$ cat src/rtl/core/vtlf_pkg.sv
`default_nettype none

package vtlf_pkg;

  localparam int DEF_NUMBER_DIGITS = 6;
  localparam int CFG_DATA_W        = 2;
  localparam int CFG_INDEX_W       = 3;

  typedef enum logic [CFG_INDEX_W-1:0] {
    REG_NUMBER_MODE      = 3'd0,
    REG_SHOW_ENDS        = 3'd1,
    REG_SHOW_TABS        = 3'd2,
    REG_SHOW_NONPRINTING = 3'd3,
    REG_SQUEEZE_EMPTY    = 3'd4
  } reg_idx_t;

  typedef enum logic [1:0] {
    NUM_OFF      = 2'd0,
    NUM_ALL      = 2'd1,
    NUM_NONBLANK = 2'd2
  } num_mode_t;

  typedef struct packed {
    logic [1:0] number_mode;
    logic       show_ends;
    logic       show_tabs;
    logic       show_nonprinting;
    logic       squeeze_empty;
  } cfg_t;

  // Rendered body of one input byte: up to four bytes, first one in the top lane.
  typedef struct packed {
    logic [2:0]  len;
    logic [31:0] bytes;
  } body_t;

  localparam logic [7:0] CH_TAB      = 8'd9;
  localparam logic [7:0] CH_NL       = 8'd10;
  localparam logic [7:0] CH_SPACE    = 8'd32;
  localparam logic [7:0] CH_DOLLAR   = 8'd36;
  localparam logic [7:0] CH_DASH     = 8'd45;
  localparam logic [7:0] CH_ZERO     = 8'd48;
  localparam logic [7:0] CH_QMARK    = 8'd63;
  localparam logic [7:0] CH_I        = 8'd73;
  localparam logic [7:0] CH_M        = 8'd77;
  localparam logic [7:0] CH_CARET    = 8'd94;
  localparam logic [7:0] CH_DEL      = 8'd127;
  localparam logic [7:0] CTRL_OFFSET = 8'd64;

  function automatic int entry_width(input int digits);
    return 1 + 4 * digits + $bits(body_t);
  endfunction

  function automatic body_t render(input logic [7:0] c, input cfg_t cfg);
    logic [6:0]  low;
    logic [15:0] tail;
    logic [2:0]  tail_len;
    body_t       b;
    b        = '0;
    low      = c[6:0];
    tail     = '0;
    tail_len = 3'd1;
    if (c == CH_NL) begin
      if (cfg.show_ends) begin
        b.len   = 3'd2;
        b.bytes = {CH_DOLLAR, CH_NL, 16'h0000};
      end else begin
        b.len   = 3'd1;
        b.bytes = {CH_NL, 24'h000000};
      end
    end else if (c == CH_TAB) begin
      if (cfg.show_tabs) begin
        b.len   = 3'd2;
        b.bytes = {CH_CARET, CH_I, 16'h0000};
      end else begin
        b.len   = 3'd1;
        b.bytes = {CH_TAB, 24'h000000};
      end
    end else if (!cfg.show_nonprinting || (c >= CH_SPACE && c < CH_DEL)) begin
      b.len   = 3'd1;
      b.bytes = {c, 24'h000000};
    end else begin
      if ({1'b0, low} < CH_SPACE) begin
        tail     = {CH_CARET, {1'b0, low} + CTRL_OFFSET};
        tail_len = 3'd2;
      end else if ({1'b0, low} == CH_DEL) begin
        tail     = {CH_CARET, CH_QMARK};
        tail_len = 3'd2;
      end else begin
        tail     = {{1'b0, low}, 8'h00};
        tail_len = 3'd1;
      end
      if (c[7]) begin
        b.len   = tail_len + 3'd2;
        b.bytes = {CH_M, CH_DASH, tail};
      end else begin
        b.len   = tail_len;
        b.bytes = {tail, 16'h0000};
      end
    end
    return b;
  endfunction

endpackage

`default_nettype wire

$ cat src/rtl/core/vtlf_in_if.sv
`default_nettype none

interface vtlf_in_if;
  logic       valid;
  logic       ready;
  logic [7:0] in_byte;
  logic       file_start;

  modport source (output valid, output in_byte, output file_start, input ready);
  modport sink   (input valid, input in_byte, input file_start, output ready);
endinterface

`default_nettype wire

$ cat src/rtl/core/vtlf_out_if.sv
`default_nettype none

interface vtlf_out_if;
  logic       valid;
  logic       ready;
  logic [7:0] out_byte;
  logic       last_of_run;

  modport source (output valid, output out_byte, output last_of_run, input ready);
  modport sink   (input valid, input out_byte, input last_of_run, output ready);
endinterface

`default_nettype wire

$ cat src/rtl/core/vtlf_front.sv
`default_nettype none

module vtlf_front
  import vtlf_pkg::*;
#(
  parameter int NUMBER_DIGITS = DEF_NUMBER_DIGITS
) (
  input  wire logic                                    clk,
  input  wire logic                                    rst_n,
  input  wire cfg_t                                    cfg,
  vtlf_in_if.sink                                      in_ch,
  output logic                                         q_push,
  output logic [entry_width(NUMBER_DIGITS)-1:0]        q_data,
  input  wire logic                                    q_full
);

  localparam int BCD_W = 4 * NUMBER_DIGITS;

  logic             after_newline_r;
  logic             squeezing_r;
  logic [BCD_W-1:0] bcd_r;

  logic             accept;
  logic             an;
  logic             sq;
  logic [BCD_W-1:0] cnt;
  logic [BCD_W-1:0] cnt_inc;
  logic [BCD_W-1:0] cnt_nxt;
  logic             nl;
  logic             drop;
  logic             number;
  body_t            body;

  assign in_ch.ready = !q_full;
  assign accept      = in_ch.valid && in_ch.ready;

  // A new file restarts the line state before the byte is looked at.
  assign an  = in_ch.file_start ? 1'b1 : after_newline_r;
  assign sq  = in_ch.file_start ? 1'b0 : squeezing_r;
  assign cnt = in_ch.file_start ? '0 : bcd_r;

  assign nl     = (in_ch.in_byte == CH_NL);
  assign drop   = nl && sq && cfg.squeeze_empty;
  assign number = an && ((cfg.number_mode == NUM_ALL) ||
                         ((cfg.number_mode == NUM_NONBLANK) && !nl));

  // Decimal increment; a counter of all nines comes out with the carry still set
  // and is then kept as it was.
  always_comb begin
    logic       carry;
    logic [3:0] d;
    carry   = 1'b1;
    cnt_inc = cnt;
    for (int i = 0; i < NUMBER_DIGITS; i++) begin
      d = cnt[4*i +: 4];
      if (carry) begin
        if (d == 4'd9) begin
          cnt_inc[4*i +: 4] = 4'd0;
        end else begin
          cnt_inc[4*i +: 4] = d + 4'd1;
          carry             = 1'b0;
        end
      end
    end
    if (carry) begin
      cnt_inc = cnt;
    end
  end

  assign cnt_nxt = number ? cnt_inc : cnt;
  assign body    = render(in_ch.in_byte, cfg);

  assign q_push = accept && !drop;
  assign q_data = {number, cnt_nxt, body};

  always_ff @(posedge clk) begin
    if (!rst_n) begin
      after_newline_r <= 1'b1;
      squeezing_r     <= 1'b0;
      bcd_r           <= '0;
    end else if (q_push) begin
      after_newline_r <= nl;
      squeezing_r     <= nl && an && cfg.squeeze_empty;
      bcd_r           <= cnt_nxt;
    end
  end

endmodule

`default_nettype wire

$ cat src/rtl/core/vtlf_queue.sv
`default_nettype none

module vtlf_queue #(
  parameter int W = 8
) (
  input  wire logic         clk,
  input  wire logic         rst_n,
  input  wire logic         push,
  input  wire logic [W-1:0] push_data,
  output logic              full,
  input  wire logic         pop,
  output logic [W-1:0]      pop_data,
  output logic              valid
);

  logic [W-1:0] mem_r [2];
  logic         wr_ptr_r;
  logic         rd_ptr_r;
  logic [1:0]   count_r;

  assign full     = (count_r == 2'd2);
  assign valid    = (count_r != 2'd0);
  assign pop_data = mem_r[rd_ptr_r];

  always_ff @(posedge clk) begin
    if (push) begin
      mem_r[wr_ptr_r] <= push_data;
    end
  end

  always_ff @(posedge clk) begin
    if (!rst_n) begin
      wr_ptr_r <= 1'b0;
      rd_ptr_r <= 1'b0;
      count_r  <= 2'd0;
    end else begin
      if (push) begin
        wr_ptr_r <= !wr_ptr_r;
      end
      if (pop) begin
        rd_ptr_r <= !rd_ptr_r;
      end
      count_r <= count_r + {1'b0, push} - {1'b0, pop};
    end
  end

  a_no_pop_empty: assert property (@(posedge clk) disable iff (!rst_n)
    pop |-> count_r != 2'd0)
    else $error("queue popped while empty");

  a_no_push_full: assert property (@(posedge clk) disable iff (!rst_n)
    push |-> count_r != 2'd2)
    else $error("queue pushed while full");

endmodule

`default_nettype wire

$ cat src/rtl/core/vtlf_back.sv
`default_nettype none

module vtlf_back
  import vtlf_pkg::*;
#(
  parameter int NUMBER_DIGITS = DEF_NUMBER_DIGITS
) (
  input  wire logic                                 clk,
  input  wire logic                                 rst_n,
  input  wire logic                                 q_valid,
  input  wire logic [entry_width(NUMBER_DIGITS)-1:0] q_data,
  output logic                                      q_pop,
  vtlf_out_if.source                                out_ch
);

  localparam int BCD_W = 4 * NUMBER_DIGITS;
  localparam int NL_W  = $clog2(NUMBER_DIGITS + 2);

  logic             active_r;
  logic [NL_W-1:0]  num_left_r;
  logic [BCD_W-1:0] bcd_r;
  logic             seen_r;
  logic [31:0]      body_r;
  logic [2:0]       body_left_r;
  logic             out_valid_r;
  logic [7:0]       out_byte_r;
  logic             out_last_r;

  logic             head_number;
  logic [BCD_W-1:0] head_bcd;
  body_t            head_body;
  logic             advance;
  logic             done_now;
  logic [3:0]       top;
  logic             in_digits;
  logic             space;
  logic [7:0]       emit_byte;
  logic             emit_last;

  assign {head_number, head_bcd, head_body} = q_data;

  assign advance   = active_r && (!out_valid_r || out_ch.ready);
  assign done_now  = advance && (num_left_r == '0) && (body_left_r == 3'd1);
  assign q_pop     = q_valid && (!active_r || done_now);

  assign top       = bcd_r[BCD_W-1 -: 4];
  assign in_digits = (num_left_r > NL_W'(1));
  // Leading zeros print as spaces, but the units digit always prints.
  assign space     = (top == 4'd0) && !seen_r && (num_left_r != NL_W'(2));

  always_comb begin
    if (in_digits) begin
      emit_byte = space ? CH_SPACE : (CH_ZERO | {4'd0, top});
      emit_last = 1'b0;
    end else if (num_left_r == NL_W'(1)) begin
      emit_byte = CH_TAB;
      emit_last = 1'b0;
    end else begin
      emit_byte = body_r[31:24];
      emit_last = (body_left_r == 3'd1);
    end
  end

  assign out_ch.valid       = out_valid_r;
  assign out_ch.out_byte    = out_byte_r;
  assign out_ch.last_of_run = out_last_r;

  always_ff @(posedge clk) begin
    if (!rst_n) begin
      active_r    <= 1'b0;
      num_left_r  <= '0;
      body_left_r <= 3'd0;
      out_valid_r <= 1'b0;
    end else begin
      if (advance) begin
        out_valid_r <= 1'b1;
        out_byte_r  <= emit_byte;
        out_last_r  <= emit_last;
      end else if (out_ch.ready) begin
        out_valid_r <= 1'b0;
      end

      if (q_pop) begin
        active_r    <= 1'b1;
        num_left_r  <= head_number ? NL_W'(NUMBER_DIGITS + 1) : '0;
        bcd_r       <= head_bcd;
        seen_r      <= 1'b0;
        body_r      <= head_body.bytes;
        body_left_r <= head_body.len;
      end else if (advance) begin
        if (in_digits) begin
          bcd_r      <= bcd_r << 4;
          seen_r     <= seen_r || (top != 4'd0);
          num_left_r <= num_left_r - NL_W'(1);
        end else if (num_left_r == NL_W'(1)) begin
          num_left_r <= '0;
        end else begin
          body_r      <= body_r << 8;
          body_left_r <= body_left_r - 3'd1;
        end
        if (done_now) begin
          active_r <= 1'b0;
        end
      end
    end
  end

  a_active_has_work: assert property (@(posedge clk) disable iff (!rst_n)
    active_r |-> (num_left_r != '0) || (body_left_r != 3'd0))
    else $error("back end active with nothing left to emit");

  a_num_left_range: assert property (@(posedge clk) disable iff (!rst_n)
    num_left_r <= NL_W'(NUMBER_DIGITS + 1))
    else $error("number byte count out of range");

endmodule

`default_nettype wire

$ cat src/rtl/core/visible_text_line_filter.sv
`default_nettype none

// Channel   Direction  Payload                     Transaction when
// in_ch     sink       in_byte[7:0], file_start    valid && ready
// out_ch    source     out_byte[7:0], last_of_run  valid && ready
// cfg_*     write      cfg_index[2:0], cfg_wdata   cfg_we high
//
// Output runs at one byte per cycle while out_ch is ready; an input byte yields
// 1 to NUMBER_DIGITS + 5 bytes, so bursts of plain text run at one input per cycle
// and numbered lines or escapes take longer.
// The front end takes an input every cycle while the two-entry queue has room;
// a dropped blank line is taken from in_ch and yields nothing.
// The first byte of an item goes through the queue and the back-end registers to out_ch.
// Reset is synchronous on rst_n and clears the control registers, configuration and line state.

module visible_text_line_filter
  import vtlf_pkg::*;
#(
  parameter int NUMBER_DIGITS = DEF_NUMBER_DIGITS
) (
  input  wire logic                   clk,
  input  wire logic                   rst_n,
  vtlf_in_if.sink                     in_ch,
  vtlf_out_if.source                  out_ch,
  input  wire logic                   cfg_we,
  input  wire logic [CFG_INDEX_W-1:0] cfg_index,
  input  wire logic [CFG_DATA_W-1:0]  cfg_wdata
);

  localparam int ENTRY_W = entry_width(NUMBER_DIGITS);

  cfg_t               cfg_r;
  logic               q_push;
  logic [ENTRY_W-1:0] q_wdata;
  logic               q_full;
  logic               q_pop;
  logic [ENTRY_W-1:0] q_rdata;
  logic               q_valid;

  always_ff @(posedge clk) begin
    if (!rst_n) begin
      cfg_r <= '0;
    end else if (cfg_we) begin
      unique case (cfg_index)
        REG_NUMBER_MODE:      cfg_r.number_mode      <= cfg_wdata;
        REG_SHOW_ENDS:        cfg_r.show_ends        <= cfg_wdata[0];
        REG_SHOW_TABS:        cfg_r.show_tabs        <= cfg_wdata[0];
        REG_SHOW_NONPRINTING: cfg_r.show_nonprinting <= cfg_wdata[0];
        REG_SQUEEZE_EMPTY:    cfg_r.squeeze_empty    <= cfg_wdata[0];
        default: begin
        end
      endcase
    end
  end

  vtlf_front #(
    .NUMBER_DIGITS (NUMBER_DIGITS)
  ) u_front (
    .clk    (clk),
    .rst_n  (rst_n),
    .cfg    (cfg_r),
    .in_ch  (in_ch),
    .q_push (q_push),
    .q_data (q_wdata),
    .q_full (q_full)
  );

  vtlf_queue #(
    .W (ENTRY_W)
  ) u_queue (
    .clk       (clk),
    .rst_n     (rst_n),
    .push      (q_push),
    .push_data (q_wdata),
    .full      (q_full),
    .pop       (q_pop),
    .pop_data  (q_rdata),
    .valid     (q_valid)
  );

  vtlf_back #(
    .NUMBER_DIGITS (NUMBER_DIGITS)
  ) u_back (
    .clk     (clk),
    .rst_n   (rst_n),
    .q_valid (q_valid),
    .q_data  (q_rdata),
    .q_pop   (q_pop),
    .out_ch  (out_ch)
  );

endmodule

`default_nettype wire
$ cat src/flat_wrapper.sv
// flat-port wrapper written by rule: the top's interface ports become plain ports
module visible_text_line_filter_flat import vtlf_pkg::*;
#(
  parameter int NUMBER_DIGITS = DEF_NUMBER_DIGITS
)
  (clk, rst_n, cfg_we, cfg_index, cfg_wdata, in_ch_valid, in_ch_in_byte, in_ch_file_start, in_ch_ready, out_ch_valid, out_ch_out_byte, out_ch_last_of_run, out_ch_ready);
  vtlf_in_if in_ch_i ();
  vtlf_out_if out_ch_i ();
  input  wire logic clk;
  input  wire logic rst_n;
  input  wire logic cfg_we;
  input  wire logic [CFG_INDEX_W-1:0] cfg_index;
  input  wire logic [CFG_DATA_W-1:0] cfg_wdata;
  input wire logic [$bits(in_ch_i.valid)-1:0] in_ch_valid;
  input wire logic [$bits(in_ch_i.in_byte)-1:0] in_ch_in_byte;
  input wire logic [$bits(in_ch_i.file_start)-1:0] in_ch_file_start;
  output wire logic [$bits(in_ch_i.ready)-1:0] in_ch_ready;
  output wire logic [$bits(out_ch_i.valid)-1:0] out_ch_valid;
  output wire logic [$bits(out_ch_i.out_byte)-1:0] out_ch_out_byte;
  output wire logic [$bits(out_ch_i.last_of_run)-1:0] out_ch_last_of_run;
  input wire logic [$bits(out_ch_i.ready)-1:0] out_ch_ready;
  assign in_ch_i.valid = in_ch_valid;
  assign in_ch_i.in_byte = in_ch_in_byte;
  assign in_ch_i.file_start = in_ch_file_start;
  assign in_ch_ready = in_ch_i.ready;
  assign out_ch_valid = out_ch_i.valid;
  assign out_ch_out_byte = out_ch_i.out_byte;
  assign out_ch_last_of_run = out_ch_i.last_of_run;
  assign out_ch_i.ready = out_ch_ready;
  visible_text_line_filter #(.NUMBER_DIGITS(NUMBER_DIGITS)) u_core (.clk(clk), .rst_n(rst_n), .in_ch(in_ch_i), .out_ch(out_ch_i), .cfg_we(cfg_we), .cfg_index(cfg_index), .cfg_wdata(cfg_wdata));
endmodule
$ cat config.mk
export PLATFORM = sky130hd
export DESIGN_NAME = visible_text_line_filter_flat
export DESIGN_NICKNAME = d
export VERILOG_FILES = /design/src/rtl/core/vtlf_pkg.sv /design/src/rtl/core/vtlf_in_if.sv /design/src/rtl/core/vtlf_out_if.sv /design/src/rtl/core/vtlf_front.sv /design/src/rtl/core/vtlf_queue.sv /design/src/rtl/core/vtlf_back.sv /design/src/rtl/core/visible_text_line_filter.sv /design/src/flat_wrapper.sv
export SDC_FILE = /design/constraint.sdc
export NUM_CORES = 1
export LEC_CHECK = 0
export CAP_MARGIN = 10
export CORE_MARGIN = 1.5
export CORE_UTILIZATION = 30
export CTS_CLUSTER_DIAMETER = 50
export DETAILED_ROUTE_END_ITERATION = 6
export DONT_BUFFER_PORTS = 1
export HOLD_SLACK_MARGIN = 0.1
export SLEW_MARGIN = 20
export SYNTH_ARGS = -nofsm -noshare
export SYNTH_HDL_FRONTEND = slang
export SYNTH_SLANG_ARGS = --single-unit
$ cat constraint.sdc
create_clock -name clk -period 4.65 [get_ports clk]
set_input_delay 0.93 -clock clk [delete_from_list [all_inputs] [get_ports clk]]
set_output_delay 0.93 -clock clk [all_outputs]
set_load 0.02 [all_outputs]
==> results of run 1 <==
[stage by stage]
step | hold slack, ns | power (W) | utilization | cell area (um2)
6_report | 0.4634 | 0.006469 | 0.3496 | 11780
5_1_grt | 0.4956 | 0.006826 | 0.3496 | 11780
4_1_cts | 0.4623 | 0.006522 | 0.3488 | 11750
3_5_place_dp | 0.4542 | 0.004376 | 0.3215 | 10830
3_3_place_gp | 0.4433 | 0.004354 | 0.3215 | 10830
2_1_floorplan | 0.4321 | 0.003985 | - | 10360
[power by group]
group	switching [W]	leakage, nW	internal [W]	total, W
sequential	0.000271	2.12	0.00277	0.00305
combinational	0.000785	1.40	0.000503	0.00129
clock	0.000816	0.439	0.00132	0.00214
total	0.00187	3.96	0.00460	0.00647
[sequential cells by signal, indices dropped and copies added (netlist names), 2 cells and up, named ones only]
| register | flops |
|---|---|
| u_core.u_back.body_left_r | 3 |
| u_core.u_queue.mem_r | 118 |
| u_core.u_front.bcd_r | 24 |
| u_core.u_back.body_r | 32 |
| u_core.u_back.bcd_r | 24 |
| u_core.u_back.num_left_r | 3 |
| u_core.cfg_r | 6 |
| u_core.u_queue.count_r | 2 |
| u_core.u_back.out_ch.out_byte | 8 |
[cell usage in the layout, fill, tap and decap left out, types with 5 or more instances in the layout]
cell type	count
edfxtp_1	184
nand2_1	101
mux2i_1	64
o21ai_0	63
nor2_1	61
dfxtp_1	44
clkbuf_16	29
nand3_1	25
inv_1	24
a21oi_1	24
nor2b_1	21
a31oi_1	16
nor3_1	14
nand4_1	12
clkbuf_1	12
o31ai_1	11
and2_1	11
ha_1	9
xnor2_1	8
buf_4	8
a211oi_1	7
o21ai_1	6
a311oi_1	6
or3_1	5
a21o_1	5
o311ai_1	5
or2_2	5
[cell families (layout without fill, tap and decap cells)]
group | after synthesis | in the layout | share of synthesized area
AO/OA/AOI/OAI | 190 | 190 | 0.1219
other | 1 | 4 | 0.0003625
XOR/XNOR | 11 | 11 | 0.009314
AND/OR/NAND/NOR | 296 | 296 | 0.1437
multiplexers | 64 | 64 | 0.06193
adder cells (fa/ha/maj) | 9 | 9 | 0.01089
buffers and inverters | 72 | 89 | 0.03072
flip-flops | 229 | 229 | 0.6212
[worst register-to-register path, stage by stage (launching register included)]
cell      delay, ns
dfxtp_1        0.35
inv_1          0.13
ha_1           0.15
nor4bb_1       0.37
a21o_1         0.26
nand2_4        0.30
inv_1          0.33
ha_1           0.28
inv_1          0.05
ha_1           0.14
xor2_1         0.18
xnor2_1        0.14
nor2_1         0.06
[path summary, 6_finish.rpt]
check                                    from                         end  slack (ns)  cells past startpoint
setup / recovery  u_core.u_back.num_left_r[0]   u_core.u_queue.count_r[1]        1.80                     12
hold / removal     u_core.u_front.squeezing_r  u_core.u_front.squeezing_r        0.46                      2
setup reg to reg  u_core.u_back.num_left_r[0]   u_core.u_queue.count_r[1]        1.80                     12
hold reg to reg    u_core.u_front.squeezing_r  u_core.u_front.squeezing_r        0.46                      2
[cell type report]
cell class,count,area [um2]
tap,448,560.5
timing repair buffer,11,127.6
clock inverter,11,150.1
clock buffer,41,770.7
sequential,229,6430
multi-input combinational,574,3643
fill,3283,21920
inverter,26,98.84
[routing by layer]
metal	up-vias	global-route usage
met5	-	0
met3	35	0.01844
met2	221	0.1861
met1	3221	0.1832
li1	3284	-
met4	0	0.03755
==> flow_summary_export.csv, run 1 <==
group,metric,value,unit
run_status,status,"complete, no violations",
floorplanning,core_area,33700,um2
timing,final-setup-viol-count,0,
timing,hold_viol,0,
setup_path,critPathKind,"register to register",
final_layout,fin_nets,898,
detailed_routing,vias,6761,
yosys,seq_area_frac_synth,0.6212,
yosys,syn_area,10340,um2
cts,holdBufCountCts,0,
yosys,syn_area_per_cell,11.86,um2
cts,cts_resized,0,
timing,fmax,0.3504,GHz
cts,cts.path.max_buffers,3,
place,dp_cells,1287,
yosys,synth_flop_cell,"edfxtp_1",
floorplanning,die_y,188.7,um
cts,h-tree-depth,1,
place,pre_cts_ws,1.441,ns
place,port_buffers,0,
floorplanning,io-pin-count,30,
setup_path,critPathMaxFanout,50,
timing,layout_min_cycle_time,2.854,ns
cts,insertion_delay,0.53,ns
yosys,ys_warn_count,0,
floorplanning,start_util,0.3070,
setup_path,startpoint_type,"register",
floorplanning,die_area,35610,um2
detailed_routing,drtIter0Drc,646,
detailed_routing,routed_via_density,5.046,
timing,post-route-period-util,0.6137,
timing,fin_ws,1.796,ns
detailed_routing,routedWlPerCell,16.70,um
setup_path,crit_path_cell_trace,"inv_1 -> ha_1 -> nor4bb_1 -> a21o_1 -> nand2_4 -> inv_1 -> ha_1 -> inv_1 -> ha_1 -> xor2_1 -> xnor2_1 -> nor2_1",
detailed_routing,finalWirelength,22380,um
yosys,synth_edf_count,184,
cts,cts_sinks,229,
setup_path,cpLargestDelayFamily,"simple AND/OR/NAND/NOR gates",
setup_path,worstPathArrival,3.25,ns
final_layout,antenna_cells,0,
yosys,yosysTopAreaCellShare,0.5341,
cts,cts_root_buf,"clkbuf_16",
timing,finClkSkew,0.01454,ns
global_route,grt_pass1_wl,35580,um
final_layout,stdcell_count,1340,
global_route,grt-ovfl-total,0,
global_route,grt_max_degree,62,
detailed_routing,antenna_left,0,
yosys,syn_inst,872,
global_route,track_usage,0.1238,
cts,cts_tree,"built",
yosys,yosys-top-cells-area,"edfxtp_1, dfxtp_1, mux2i_1",
setup_path,cp_num_buf_inv,3,
yosys,synth_seq_cells,229,
detailed_routing,drt_first_pass_iters,5,
setup_path,max_stage_delay,0.37,ns
flow_run,cap_violations,0,
worst_hold_path,hold_class,"register to register",
power_and_ir_drop,power_density,549.1,nW/um2
floorplanning,die_x,188.7,um
detailed_routing,routed-wl-met2,9502,um
power_and_ir_drop,p_leak,3.959,nW
setup_path,cp-end-kind,"register",
final_layout,syn_to_final_growth,13.88,%
cts,cts_inserted_buffers,28,
yosys,synthTopCellsByCount,"edfxtp_1, nand2_1, mux2i_1",
detailed_routing,wl_met1,10960,um
global_route,antenna_found_initial,0,
setup_path,cp_slowest_cell,"nor4bb_1",
floorplanning,row_count,67,
global_route,grt_pass1_vias,6459,
timing,report.final.slew_viol_count,0,
detailed_routing,highest_layer,"met4",
detailed_routing,routed-wl-met3,1449,um
timing,worst_slew_pin_slew,1.123,ns
yosys,ys_async_sr_fraction,0,
detailed_routing,drc,0,
timing,fin_tns_setup,0,ns
timing,rsz0062_at_grt,"false",
place,place_congestion,0.9196,
timing,slew_headroom,0.2512,
power_and_ir_drop,ir_drop,0.0002698,V
cts,clk_pin_slew_worst_paths,0.06,ns
final_layout,drive_gt1_frac,0.08520,
setup_path,crit_required,5.05,ns
cts,cts_setup_buffers,0,
yosys,yosysMostFrequentCell,"edfxtp_1",
yosys,yosys.cell_types.count,74,
place,place_hpwl,14680,um
yosys,yosysTopAreaCell,"edfxtp_1",
No activity file was read; power rests on OpenSTA's default activity.
==> run 2, diff against run 1 <==
==> constraint.sdc (replaced) <==
create_clock -name clk -period 2.7 [get_ports clk]
set_input_delay 0.54 -clock clk [delete_from_list [all_inputs] [get_ports clk]]
set_output_delay 0.54 -clock clk [all_outputs]
set_load 0.02 [all_outputs]
==> run 2 against run 1 <==
  * Worst setup slack worse by 1.6 ns
  * Sequential share of layout area is 0.81 points lower
  * Flip-flop and latch count stayed put
  * Power is 71% higher
  * Global-route usage is 0.54 points higher
  * Critical path type unchanged
  * Utilization is 0.52 points higher
  * Hold slack worse by 0.32 ns
  * Clock skew is 0.0077 ns lower
  * Die area stayed put
==> flow_summary_export.csv, run 2 (synthesized netlist as in run 1, its figures left out) <==
group,metric,value,unit
run_status,status,"complete, no violations",
final_layout,syn_to_final_growth,15.59,%
timing,slew_headroom,0.3911,
final_layout,reg_top3,"u_core.u_queue.mem_r: 118 flops, u_core.u_back.body_r: 32 flops",
timing,hold_viol,0,
setup_path,crit_required,3.03,ns
setup_path,rr_startpoint,"u_core.u_front.bcd_r[0]",
final_layout,antenna_cells,0,
setup_path,critPathMaxFanout,10,
place,pre_cts_ws,0.1206,ns
global_route,track_usage,0.1293,
setup_path,startpoint_type,"register",
detailed_routing,drc,0,
timing,report.final.slew_viol_count,0,
cts,clk_pin_slew_worst_paths,0.06,ns
flow_run,cap_violations,0,
timing,worst_slew_pin_slew,0.9056,ns
floorplanning,start_util,0.3070,
setup_path,crit_path_cell_trace,"nor3b_2 -> nand4_1 -> a21oi_1 -> nand2_1 -> o31ai_1",
global_route,grt_pass1_vias,6640,
final_layout,final_common_cell,"edfxtp_1",
cts,insertion_delay,0.52,ns
final_layout,postLayoutCoreUtil,0.3548,
timing,fmax,0.3961,GHz
setup_path,critPathKind,"register to register",
floorplanning,die_x,188.7,um
cts,cts_root_buf,"clkbuf_16",
worst_hold_path,hold_class,"input port to register",
place,dp_cells,1314,
timing,rsz0062_at_grt,"true",
setup_path,worstPathArrival,2.85,ns
detailed_routing,antenna_left,0,
floorplanning,die_y,188.7,um
power_and_ir_drop,ir_drop,0.0004961,V
floorplanning,die_area,35610,um2
setup_path,cp_num_buf_inv,0,
global_route,grt-ovfl-total,0,
floorplanning,io-pin-count,30,
global_route,grt_max_degree,60,
detailed_routing,vias,6843,
cts,cts.path.max_buffers,3,
cts,cts_sinks,229,
power_and_ir_drop,power_density,925.9,nW/um2
cts,cts_resized,0,
place,place_congestion,0.8383,
global_route,grt_pass1_wl,36900,um
setup_path,r2r_setup_slack,0.18,ns
place,placedInstanceArea,11090,um2
setup_path,reg2reg_depth,5,
setup_path,crit_start,"u_core.u_front.bcd_r[0]",
timing,finClkSkew,0.006851,ns
setup_path,r2r-end,"u_core.u_queue.mem_r[0][48]",
timing,post-route-period-util,0.9350,
final_layout,largest_register,"u_core.u_queue.mem_r",
detailed_routing,drt_first_pass_iters,5,
place,port_buffers,0,
floorplanning,row_count,67,
cts,cts_setup_buffers,0,
detailed_routing,routedWlPerCell,16.96,um
timing,hold_ws,0.1483,ns
global_route,antenna_found_initial,0,
cts,cts_tree,"built",
final_layout,largest_reg_flops,118,
timing,fin_ws,0.1756,ns
detailed_routing,finalWirelength,23110,um
setup_path,cp-end-kind,"register",
place,place_hpwl,15160,um
cts,h-tree-depth,1,
timing,layout_min_cycle_time,2.524,ns
cts,cts_inserted_buffers,26,
timing,final-setup-viol-count,0,
setup_path,cp_slowest_cell,"a21oi_1",
final_layout,post-route-cell-area,11960,um2
setup_path,max_stage_delay,0.69,ns
final_layout,fin_nets,923,
power_and_ir_drop,p_leak,4.074,nW
setup_path,cpLargestDelayFamily,"compound AO/OA/AOI/OAI gates",
setup_path,cp.depth,5,
final_layout,stdcell_count,1363,
detailed_routing,drtIter0Drc,644,
final_layout,final_cell_mix,"edfxtp_1, nand2_1, mux2i_1",
detailed_routing,routed_via_density,5.021,
setup_path,cp-endpoint,"u_core.u_queue.mem_r[0][48]",
final_layout,drive_gt1_frac,0.1137,
floorplanning,core_area,33700,um2
## run 2: cell count changes in the layout (fill, tap and decap cells not counted), moves of 2 or more
cell       previous run  this run
buf_12                2         5
clkinv_2              3         5
clkinv_1              0         6
clkbuf_1             12         3
clkbuf_16            29        26
ha_1                  9         7
buf_4                 8        32
## run 2: report_power, final
part	leakage, nW	internal [W]	switching [W]	total (W)
logic	1.54	0.000943	0.00155	0.00249
registers	2.12	0.00478	0.000343	0.00512
clock network	0.416	0.00206	0.00140	0.00346
total	4.07	0.00779	0.00329	0.0111
## run 2: final cells by class
cell class	count	area, um2
repair buffers	38	350.3
multi-input cells	574	3665
inverters	26	98.84
well taps	448	560.5
flip-flops and latches	229	6430
clock inverters	19	191.4
clock buffers	29	661.9
fillers	3314	21740
## run 2: how the worst min path moves through the flow
stage | startpoint | end | slack, ns | depth (start not counted)
floorplan | u_core.u_front.squeezing_r | u_core.u_front.squeezing_r | 0.43 | 2
global placement | u_core.u_front.squeezing_r | u_core.u_front.squeezing_r | 0.44 | 2
detailed placement | u_core.u_front.squeezing_r | u_core.u_front.squeezing_r | 0.45 | 2
CTS | rst_n | u_core.u_back.body_left_r[1] | 0.13 | 1
global route | rst_n | u_core.u_front.bcd_r[21] | 0.12 | 1
finish | rst_n | u_core.u_front.bcd_r[21] | 0.15 | 1
## run 2: through the flow
step	setup TNS, ns	total power [W]
6_report	0	0.01107
5_1_grt	-0.3042	0.01168
2_1_floorplan	0	0.006885
3_5_place_dp	0	0.007729
4_1_cts	0	0.01121
3_3_place_gp	0	0.007699
## run 2: per-layer routing
layer / share of wire / vias up / track usage
li1: - / 3316 / -
met1: 0.48 / 3320 / 0.1820
met2: 0.45 / 174 / 0.2060
met3: 0.053 / 33 / 0.02012
met4: 0.017 / 0 / 0.03602
met5: 0 / - / 0
## run 2: timing repair
action                     CTS  global route
setup endpoints to repair    0             7
hold buffers                 1             0
hold endpoints to repair     1             0
